$ cat config.mk
export PLATFORM = sky130hd
export DESIGN_NAME = utf8_stream_decoder
export DESIGN_NICKNAME = d
export VERILOG_FILES = /design/src/rtl/utf8_pkg.sv /design/src/rtl/utf8_stream_decoder.sv
export SDC_FILE = /design/constraint.sdc
export NUM_CORES = 1
export LEC_CHECK = 0
export BUFFER_PORTS_ARGS = -buffer_cell sky130_fd_sc_hd__buf_2
export CORE_MARGIN = 4
export CORE_UTILIZATION = 55
export CTS_CLUSTER_DIAMETER = 80
export DETAILED_ROUTE_END_ITERATION = 10
export GPL_TIMING_DRIVEN = 0
export PLACE_DENSITY_LB_ADDON = 0.08
export SLEW_MARGIN = 0
export SYNTH_ARGS = -nofsm -noshare
export SYNTH_HDL_FRONTEND = slang
export SYNTH_SLANG_ARGS = --single-unit
$ cat constraint.sdc
create_clock -name clock -period 4.98 [get_ports clock]
set_input_delay 1.494 -clock clock [delete_from_list [all_inputs] [get_ports clock]]
set_output_delay 1.494 -clock clock [all_outputs]
set_load 0.01 [all_outputs]
$ cat src/rtl/utf8_pkg.sv
// Shared constants, types and lead byte decoding for the UTF-8 stream decoder.
`default_nettype none

package utf8_pkg;

   localparam int unsigned BYTE_W     = 8;
   localparam int unsigned CP_W       = 31;
   localparam int unsigned LEN_W      = 3;
   localparam int unsigned CONT_BITS  = 6;
   localparam int unsigned RSP_DATA_W = ((CP_W + LEN_W + 7) / 8) * 8;
   localparam int unsigned RSP_PAD_W  = RSP_DATA_W - CP_W - LEN_W;

   localparam logic [LEN_W-1:0] LEN_NONE = 3'd0;
   localparam logic [LEN_W-1:0] LEN_ONE  = 3'd1;
   localparam logic [LEN_W-1:0] LEN_TWO  = 3'd2;
   localparam logic [LEN_W-1:0] LEN_THREE = 3'd3;
   localparam logic [LEN_W-1:0] LEN_FOUR = 3'd4;
   localparam logic [LEN_W-1:0] LEN_FIVE = 3'd5;
   localparam logic [LEN_W-1:0] LEN_SIX  = 3'd6;

   localparam logic [BYTE_W-1:0] MASK_ONE   = 8'h7f;
   localparam logic [BYTE_W-1:0] MASK_TWO   = 8'h1f;
   localparam logic [BYTE_W-1:0] MASK_THREE = 8'h0f;
   localparam logic [BYTE_W-1:0] MASK_FOUR  = 8'h07;
   localparam logic [BYTE_W-1:0] MASK_FIVE  = 8'h03;
   localparam logic [BYTE_W-1:0] MASK_SIX   = 8'h01;

   typedef struct packed {
      logic              err;
      logic [LEN_W-1:0]  len;
      logic [BYTE_W-1:0] payload;
   } lead_info_type;

   // Classifies a byte seen while no sequence is open.
   function automatic lead_info_type decode_lead(input logic [BYTE_W-1:0] b,
                                                 input logic allow_long);
      lead_info_type info;
      info.err     = 1'b0;
      info.len     = LEN_NONE;
      info.payload = '0;
      case (b) inside
         8'b0???_????: begin
            info.len = LEN_ONE;   info.payload = b & MASK_ONE;
         end
         8'b110?_????: begin
            info.len = LEN_TWO;   info.payload = b & MASK_TWO;
         end
         8'b1110_????: begin
            info.len = LEN_THREE; info.payload = b & MASK_THREE;
         end
         8'b1111_0???: begin
            info.len = LEN_FOUR;  info.payload = b & MASK_FOUR;
         end
         8'b1111_10??: begin
            info.len = LEN_FIVE;  info.payload = b & MASK_FIVE;
         end
         8'b1111_110?: begin
            info.len = LEN_SIX;   info.payload = b & MASK_SIX;
         end
         default: begin
            info.err = 1'b1;
         end
      endcase
      // Four to six byte forms are refused when the long forms are switched off.
      if (!allow_long && !info.err && info.len > LEN_THREE) begin
         info.err     = 1'b1;
         info.len     = LEN_NONE;
         info.payload = '0;
      end
      if (info.err) begin
         info.len     = LEN_NONE;
         info.payload = '0;
      end
      return info;
   endfunction

endpackage

`default_nettype wire

$ cat src/rtl/utf8_stream_decoder.sv
// UTF-8 stream decoder (original six byte form): input register, decode, result register.
// A result reaches rsp from req through the byte register and then the result register.
// Throughput: one byte per cycle; the single decode pass between the byte register
// and the result register sets this, and req only stalls while a result waits on rsp.
// Reset is synchronous and active high: both stages empty, no sequence open,
// and the long forms (four to six bytes) enabled.
`default_nettype none

module utf8_stream_decoder
   import utf8_pkg::*;
(
   input  wire logic                  clock,
   input  wire logic                  reset,
   // Register: allow_long_forms
   input  wire logic                  csr_wen,
   input  wire logic [0:0]            csr_wdata,   // [0] allow_long_forms
   // Request stream
   input  wire logic                  req_tvalid,
   output logic                       req_tready,
   input  wire logic [BYTE_W-1:0]     req_tdata,   // [7:0] byte_in
   // Result stream
   output logic                       rsp_tvalid,
   input  wire logic                  rsp_tready,
   output logic [RSP_DATA_W-1:0]      rsp_tdata,   // [30:0] code_point, [33:31] seq_length
   output logic [0:0]                 rsp_tuser    // [0] error
);

   logic              allow_long_ff;
   logic              byte_valid_ff;
   logic [BYTE_W-1:0] byte_ff;
   logic [CP_W-1:0]   acc_ff,  acc_in;
   logic [LEN_W-1:0]  rem_ff,  rem_in;
   logic [LEN_W-1:0]  slen_ff, slen_in;
   logic              rsp_valid_ff;
   logic [CP_W-1:0]   rsp_cp_ff;
   logic [LEN_W-1:0]  rsp_len_ff;
   logic              rsp_err_ff;

   lead_info_type     lead;
   logic [CP_W-1:0]   acc_shift;
   logic [LEN_W-1:0]  rem_dec;
   logic              emit;
   logic [CP_W-1:0]   emit_cp;
   logic [LEN_W-1:0]  emit_len;
   logic              emit_err;
   logic              out_free;
   logic              advance;

   always_comb begin
      lead      = decode_lead(byte_ff, allow_long_ff);
      acc_shift = {acc_ff[CP_W-CONT_BITS-1:0], byte_ff[CONT_BITS-1:0]};
      rem_dec   = rem_ff - LEN_ONE;
      acc_in    = acc_ff;
      rem_in    = rem_ff;
      slen_in   = slen_ff;
      emit      = 1'b0;
      emit_cp   = '0;
      emit_len  = LEN_NONE;
      emit_err  = 1'b0;
      if (rem_ff != LEN_NONE) begin
         // Following byte: its low six bits are shifted in, the top bits are ignored.
         rem_in = rem_dec;
         if (rem_dec == LEN_NONE) begin
            emit     = 1'b1;
            emit_cp  = acc_shift;
            emit_len = slen_ff;
            acc_in   = '0;
            slen_in  = LEN_NONE;
         end else begin
            acc_in = acc_shift;
         end
      end else if (lead.err) begin
         emit     = 1'b1;
         emit_err = 1'b1;
         acc_in   = '0;
         slen_in  = LEN_NONE;
      end else if (lead.len == LEN_ONE) begin
         emit     = 1'b1;
         emit_cp  = CP_W'(lead.payload);
         emit_len = LEN_ONE;
      end else begin
         acc_in  = CP_W'(lead.payload);
         slen_in = lead.len;
         rem_in  = lead.len - LEN_ONE;
      end
   end

   assign out_free   = !rsp_valid_ff || rsp_tready;
   assign advance    = byte_valid_ff && (!emit || out_free);
   assign req_tready = !byte_valid_ff || advance;

   always_ff @(posedge clock) begin
      if (reset) begin
         allow_long_ff <= 1'b1;
         byte_valid_ff <= 1'b0;
         acc_ff        <= '0;
         rem_ff        <= LEN_NONE;
         slen_ff       <= LEN_NONE;
         rsp_valid_ff  <= 1'b0;
      end else begin
         if (csr_wen) begin
            allow_long_ff <= csr_wdata[0];
         end
         if (req_tready) begin
            byte_valid_ff <= req_tvalid;
         end
         if (advance) begin
            acc_ff  <= acc_in;
            rem_ff  <= rem_in;
            slen_ff <= slen_in;
         end
         if (advance && emit) begin
            rsp_valid_ff <= 1'b1;
         end else if (rsp_tready) begin
            rsp_valid_ff <= 1'b0;
         end
      end
   end

   always_ff @(posedge clock) begin
      if (req_tready && req_tvalid) begin
         byte_ff <= req_tdata;
      end
      if (advance && emit) begin
         rsp_cp_ff  <= emit_cp;
         rsp_len_ff <= emit_len;
         rsp_err_ff <= emit_err;
      end
   end

   assign rsp_tvalid   = rsp_valid_ff;
   assign rsp_tdata    = {{RSP_PAD_W{1'b0}}, rsp_len_ff, rsp_cp_ff};
   assign rsp_tuser[0] = rsp_err_ff;

   // An error result carries neither a code point nor a length.
   a_err_clean: assert property (@(posedge clock) disable iff (reset)
      rsp_valid_ff && rsp_err_ff |-> rsp_cp_ff == '0 && rsp_len_ff == LEN_NONE)
      else $error("error result with non-zero payload");

   // A good result has a length from one to six.
   a_len_range: assert property (@(posedge clock) disable iff (reset)
      rsp_valid_ff && !rsp_err_ff |-> rsp_len_ff != LEN_NONE && rsp_len_ff <= LEN_SIX)
      else $error("good result with impossible length");

   // While a sequence is open, fewer bytes remain than its total length.
   a_rem_bound: assert property (@(posedge clock) disable iff (reset)
      rem_ff != LEN_NONE |-> rem_ff < slen_ff && slen_ff >= LEN_TWO)
      else $error("sequence counters out of step");

   // A single byte result is plain ASCII.
   a_ascii: assert property (@(posedge clock) disable iff (reset)
      rsp_valid_ff && rsp_len_ff == LEN_ONE |-> rsp_cp_ff[CP_W-1:7] == '0)
      else $error("single byte result wider than seven bits");

   // A result that is not taken is not overwritten by the decode stage.
   a_no_overrun: assert property (@(posedge clock) disable iff (reset)
      rsp_valid_ff && !rsp_tready |-> !(advance && emit))
      else $error("result register overwritten while stalled");

endmodule

`default_nettype wire
# After elaboration in Yosys (flattened, before gate mapping)

Index checks and enable logic that the tools add are counted.

Bits in registers: 77
Output and inout port bits: 43
Word-level logic and storage cells: 82
Input bits: 14

Magnitude comparators: 1
Add/sub/neg operators: 2
Eq/ne operators: 10
Reduce and logical (&&, ||, !) cells: 19
Mux-type cells: 40

Operator list:

| cell                                                  | count |
|---|---|
| 2-to-1 mux 25 bit                                     | 4 |
| 2-to-1 mux 11 bit                                     | 7 |
| 2-to-1 mux 31 bit                                     | 2 |
| 2-to-1 mux 3 bit                                      | 9 |
| 2-to-1 mux 8 bit                                      | 2 |
| 2-to-1 mux 1 bit                                      | 15 |
| 2-to-1 mux 12 bit                                     | 1 |
| == test 7 bit, second input constant                  | 1 |
| == test 6 bit, second input constant                  | 1 |
| AND reduction 3 bit                                   | 2 |
| subtractor 3 x 1 -> 3 bit, second input constant      | 2 |
| == test 5 bit, second input constant                  | 1 |
| logical AND 1 bit                                     | 5 |
| logical NOT 1 bit                                     | 5 |
| == test 4 bit, second input constant                  | 1 |
| inequality test 2 x 1 -> 1 bit, second input constant | 2 |
| == test 3 x 1 -> 1 bit, second input constant         | 1 |
| == test 3 bit, second input constant                  | 1 |
| > comparator 3 x 2 -> 1 bit, second input constant    | 1 |
| logical NOT 3 bit                                     | 1 |
| logical OR 1 bit                                      | 3 |
| inequality test 3 bit, second input constant          | 1 |
| nonzero test 3 bit                                    | 1 |
| inequality test 2 bit, second input constant          | 1 |
| other kinds (2)                                       | 2 |

# Depth between registers and ports, before layout

Depth in word-level cells: 21
Depth in mapped cells: 13
Gate-level depth less buffers: 10

# Worst setup path before layout

Ideal clock, no wire load.

Path type: in2reg
Start: input port rsp_tready
End: register rsp_cp_ff[0] (enable)
Required time: 4.553 ns
Slack: 1.499 ns
Path buffers: 0
Stages: 2
Library setup time: 0.427 ns
Data arrival time: 3.054 ns
Cell sequence: nor2b_1 -> nor2_1

Word-level cells in the longest chain between the ends: 4

Ends and longest elaborated chain:

| what                   | line                       | RTL |
|---|---|---|
| start: declaration     | utf8_stream_decoder.sv:23  | `input wire logic rsp_tready,` |
| logical OR 1 bit       | utf8_stream_decoder.sv:88  | `assign out_free = !rsp_valid_ff \|\| rsp_tready;` |
| logical OR 1 bit       | utf8_stream_decoder.sv:89  | `assign advance = byte_valid_ff && (!emit \|\| out_free);` |
| logical AND 1 bit      | utf8_stream_decoder.sv:89  |  |
| logical AND 1 bit      | utf8_stream_decoder.sv:124 | `if (advance && emit) begin` |
| end signal: assignment | utf8_stream_decoder.sv:125 | `rsp_cp_ff <= emit_cp;` |
| end: declaration       | utf8_stream_decoder.sv:35  | `logic [CP_W-1:0] rsp_cp_ff;` |

No other way between the ends.
A chain may end at the register's enable or synchronous reset.

# Worst setup path in the final report

Start: register byte_ff[7]
End: output port req_tready

Word-level cells in the longest chain between the ends: 20
Elaborated cells between the ends (all ways): 31
Classes of those cells: 1 x order compare; 6 x eq/ne; 17 x mux; 7 x reduce/logical

Ends and longest elaborated chain:

| what                                                                 | line                       | RTL |
|---|---|---|
| start: declaration                                                   | utf8_stream_decoder.sv:30  | `logic [BYTE_W-1:0] byte_ff;` |
| start signal: assignment                                             | utf8_stream_decoder.sv:122 | `byte_ff <= req_tdata;` |
| branches (longest 10 deep; another with > comparator 3 x 2 -> 1 bit) | n/a                        |  |
| 2-to-1 mux 12 bit (*)                                                | utf8_pkg.sv:65             | `if (!allow_long && !info.err && info.len > LEN_THREE) begin` |
| 2-to-1 mux 11 bit                                                    | utf8_pkg.sv:70             | `if (info.err) begin` |
| == test 3 x 1 -> 1 bit                                               | utf8_stream_decoder.sv:77  | `end else if (lead.len == LEN_ONE) begin` |
| 2-to-1 mux 1 bit                                                     | utf8_stream_decoder.sv:77  |  |
| 2-to-1 mux 1 bit (*)                                                 | utf8_stream_decoder.sv:72  | `end else if (lead.err) begin` |
| 2-to-1 mux 1 bit (*)                                                 | utf8_stream_decoder.sv:60  | `if (rem_ff != LEN_NONE) begin` |
| logical NOT 1 bit (*)                                                | utf8_stream_decoder.sv:89  |  |
| logical OR 1 bit (*)                                                 | utf8_stream_decoder.sv:89  |  |
| logical AND 1 bit (*)                                                | utf8_stream_decoder.sv:89  |  |
| logical OR 1 bit (*)                                                 | utf8_stream_decoder.sv:90  | `assign req_tready = !byte_valid_ff \|\| advance;` |
| end: declaration                                                     | utf8_stream_decoder.sv:19  | `output logic req_tready,` |

Every way passes the cells marked *.

==> impl_metrics.yaml <==
status:
  status: "finished clean"
die:
  io_pins: 57
  die_h_um: 85.4
  rows: 27
  die_w_um: 85.4
  start_util_pct: 58.1
  core_mm2: 0.00568
  die-area_mm2: 0.00730
hold_path:
  min_from: "acc_ff[21]"
  hold_class: "reg2reg"
cts:
  hold_buffers: 0
  cts.sinks: 77
  cts_max_level: 3
  clockBufferDepth: 2
  cts_buffers: 9
  cts_root_buffer: "clkbuf_8"
  cts_setup_buffers: 0
  clkLatencyLatePin_ps: 350
  cts_tree: "yes"
  cts.reportedPaths.clkPinSlew_ps: 80
  cts_resized: 0
timing:
  period_share_pct: 86.4
  rsz0062_at_grt: "no"
  finalHoldViolCount: 0
  whs_ps: 454
  worstMarginPinSlew_ps: 951
  fin_crit_ps: 4300
  setup_violations: 0
  slew_headroom_pct: 36.4
  slew_violations: 0
  fmax_mhz: 232
  fin_tns_setup_ps: 0
  skew_ps: 7.46
grt:
  grt_max_degree: 36
  grt_pass1_wl_um: 11500
  antenna_found_initial: 0
  grt.overflow.total: 0
  grt_usage_pct: 20.4
  grt_pass1_vias: 2287
setup_path:
  cp_data_required_time_ps: 3490
  cp_data_arrival_time_ps: 2810
  crit_fanout: 10
  end_kind: "output port"
  worstReg2RegStart: "byte_ff[3]"
  setup.worst_path.start: "byte_ff[7]"
  criticalPathCategory: "reg2out"
  start_kind: "register"
synth:
  ys_warn_count: 0
  synth_area_leader_cell: "edfxtp_1"
  netlist_area_mm2: 0.00330
  ys_ff_latch: 77
  synthDistinctLibCells: 43
  syn_area_per_cell_um2: 10.9
  synth_top_area_share_pct: 39.2
  ys_top_cells_by_area: "edfxtp_1, dfxtp_1, and2_1"
  synthCells: 302
  ys_seq_area_share_pct: 59.8
layout:
  nNetsFinal: 386
  final_common_cell: "buf_2"
  fin_util_pct: 68.3
  antenna_cells: 0
  areaGrowthSynthToFinish_pct: 17.5
  final_cell_mix: "buf_2, edfxtp_1, dfxtp_1"
  fin_cells: 444
  drive_gt1_share_pct: 24.2
  n_fill_cell: 460
routing:
  drc: 0
  routed_via_density: 5.60
  drt.antenna.violating_nets: 0
  drt-total-wl_um: 6870
  dr.pass1.iters: 5
  wl_per_cell_um: 15.5
  drtIter0Drc: 324
  vias: 2485
place:
  dpl.cell_count: 428
  gp_congestion: 0.944
  io_buffers: 49
  dp_hpwl_um: 4680
pwr:
  p_leak_nw: 1.49
  ir_drop_mv: 0.264
  power_density_mw_per_mm2: 365
  total_power_mw: 1.41
job:
  drv_cap: 0
## cell type report
cell class / instances / area (um^2) / area share [%]
well taps: 72 / 90.1 / 2.33
repair buffers: 49 / 245 / 6.33
clock inverters: 6 / 86.3 / 2.23
clock buffers: 10 / 128 / 3.29
flip-flops and latches: 77 / 1970 / 50.9
inverters: 8 / 30.0 / 0.775
multi-input cells: 198 / 1180 / 30.6
plain buffers: 24 / 138 / 3.55
## critical path, stage by stage, from the launching register on
cell      delay (ps)
edfxtp_1         350
clkbuf_1         330
inv_1             80
a31oi_1          400
inv_1             90
ha_1             270
nand3b_1         150
a21oi_1           50
or2_2            350
o211ai_1         230
buf_2            180
## cells in the mapped netlist
cell      instances
nor2b_1           5
inv_1             8
edfxtp_1         43
ha_1              5
and2_1           33
nand2_1          30
nand4_1           1
o21a_1            3
and4_2            1
clkbuf_1          7
and3_1            2
a21oi_1          31
buf_1             1
buf_4             6
a22oi_2           1
a211oi_1          2
conb_1            1
nand2b_1          5
and4_4            1
nand3_1          24
nand3_2           1
mux2i_1           2
a211oi_2          1
a32o_1            3
buf_2             8
a221oi_1          1
o32ai_1           3
nor2_1           10
buf_6             2
o311ai_0          1
o211a_1           1
o21ai_0           4
nor3b_1           1
dfxtp_1          34
a211o_1           2
a31o_2            1
nor3_1            4
a31oi_1           3
a211oi_4          1
o211ai_1          5
or2_2             1
nand3b_1          2
a21bo_2           1
## stage by stage
stage	setup WS [ps]	instance area (um^2)
5_1_grt	340	3870
3_3_place_gp	629	3650
2_1_floorplan	1500	3320
6_report	677	3870
4_1_cts	707	3870
3_5_place_dp	1100	3660
## routing by layer
metal  vias to the layer above  global-route usage [%]  share of wire, %
met3                        13                    4.17               6.5
li1                       1195                       -                 -
met1                      1178                    28.9                48
met2                        99                    30.0                44
met4                         0                    9.21               2.0
met5                         -                       0                 0
## cell families (layout without fill, tap and decap cells)
family	after synthesis	in the layout	share of synthesized area (%)
AO/OA/AOI/OAI	64	64	13.2
adder cells (fa/ha/maj)	5	5	1.90
buffers and inverters	32	97	5.08
flip-flops	77	77	59.8
multiplexers	2	2	0.607
other	1	6	0.114
AND/OR/NAND/NOR	121	121	19.3
## report_power, final
group / switching [mW] / internal [mW]
Combinational: 0.118 / 0.0647
Clock: 0.233 / 0.282
Sequential: 0.0155 / 0.700
## flip-flops by register name (all words and copies together) (netlist names), 3 cells and up
signal	count
rsp_cp_ff	31
acc_ff	25
byte_ff	8
rem_ff	3
rsp_len_ff	3
slen_ff	3
## worst paths after layout
path,depth (start not counted),end,slack [ps]
min reg2reg,2,acc_ff[21],450
max reg2reg,9,rsp_cp_ff[4],1830
max,10,req_tready,680
min,2,acc_ff[21],450
(Power assumes the default switching activity.)
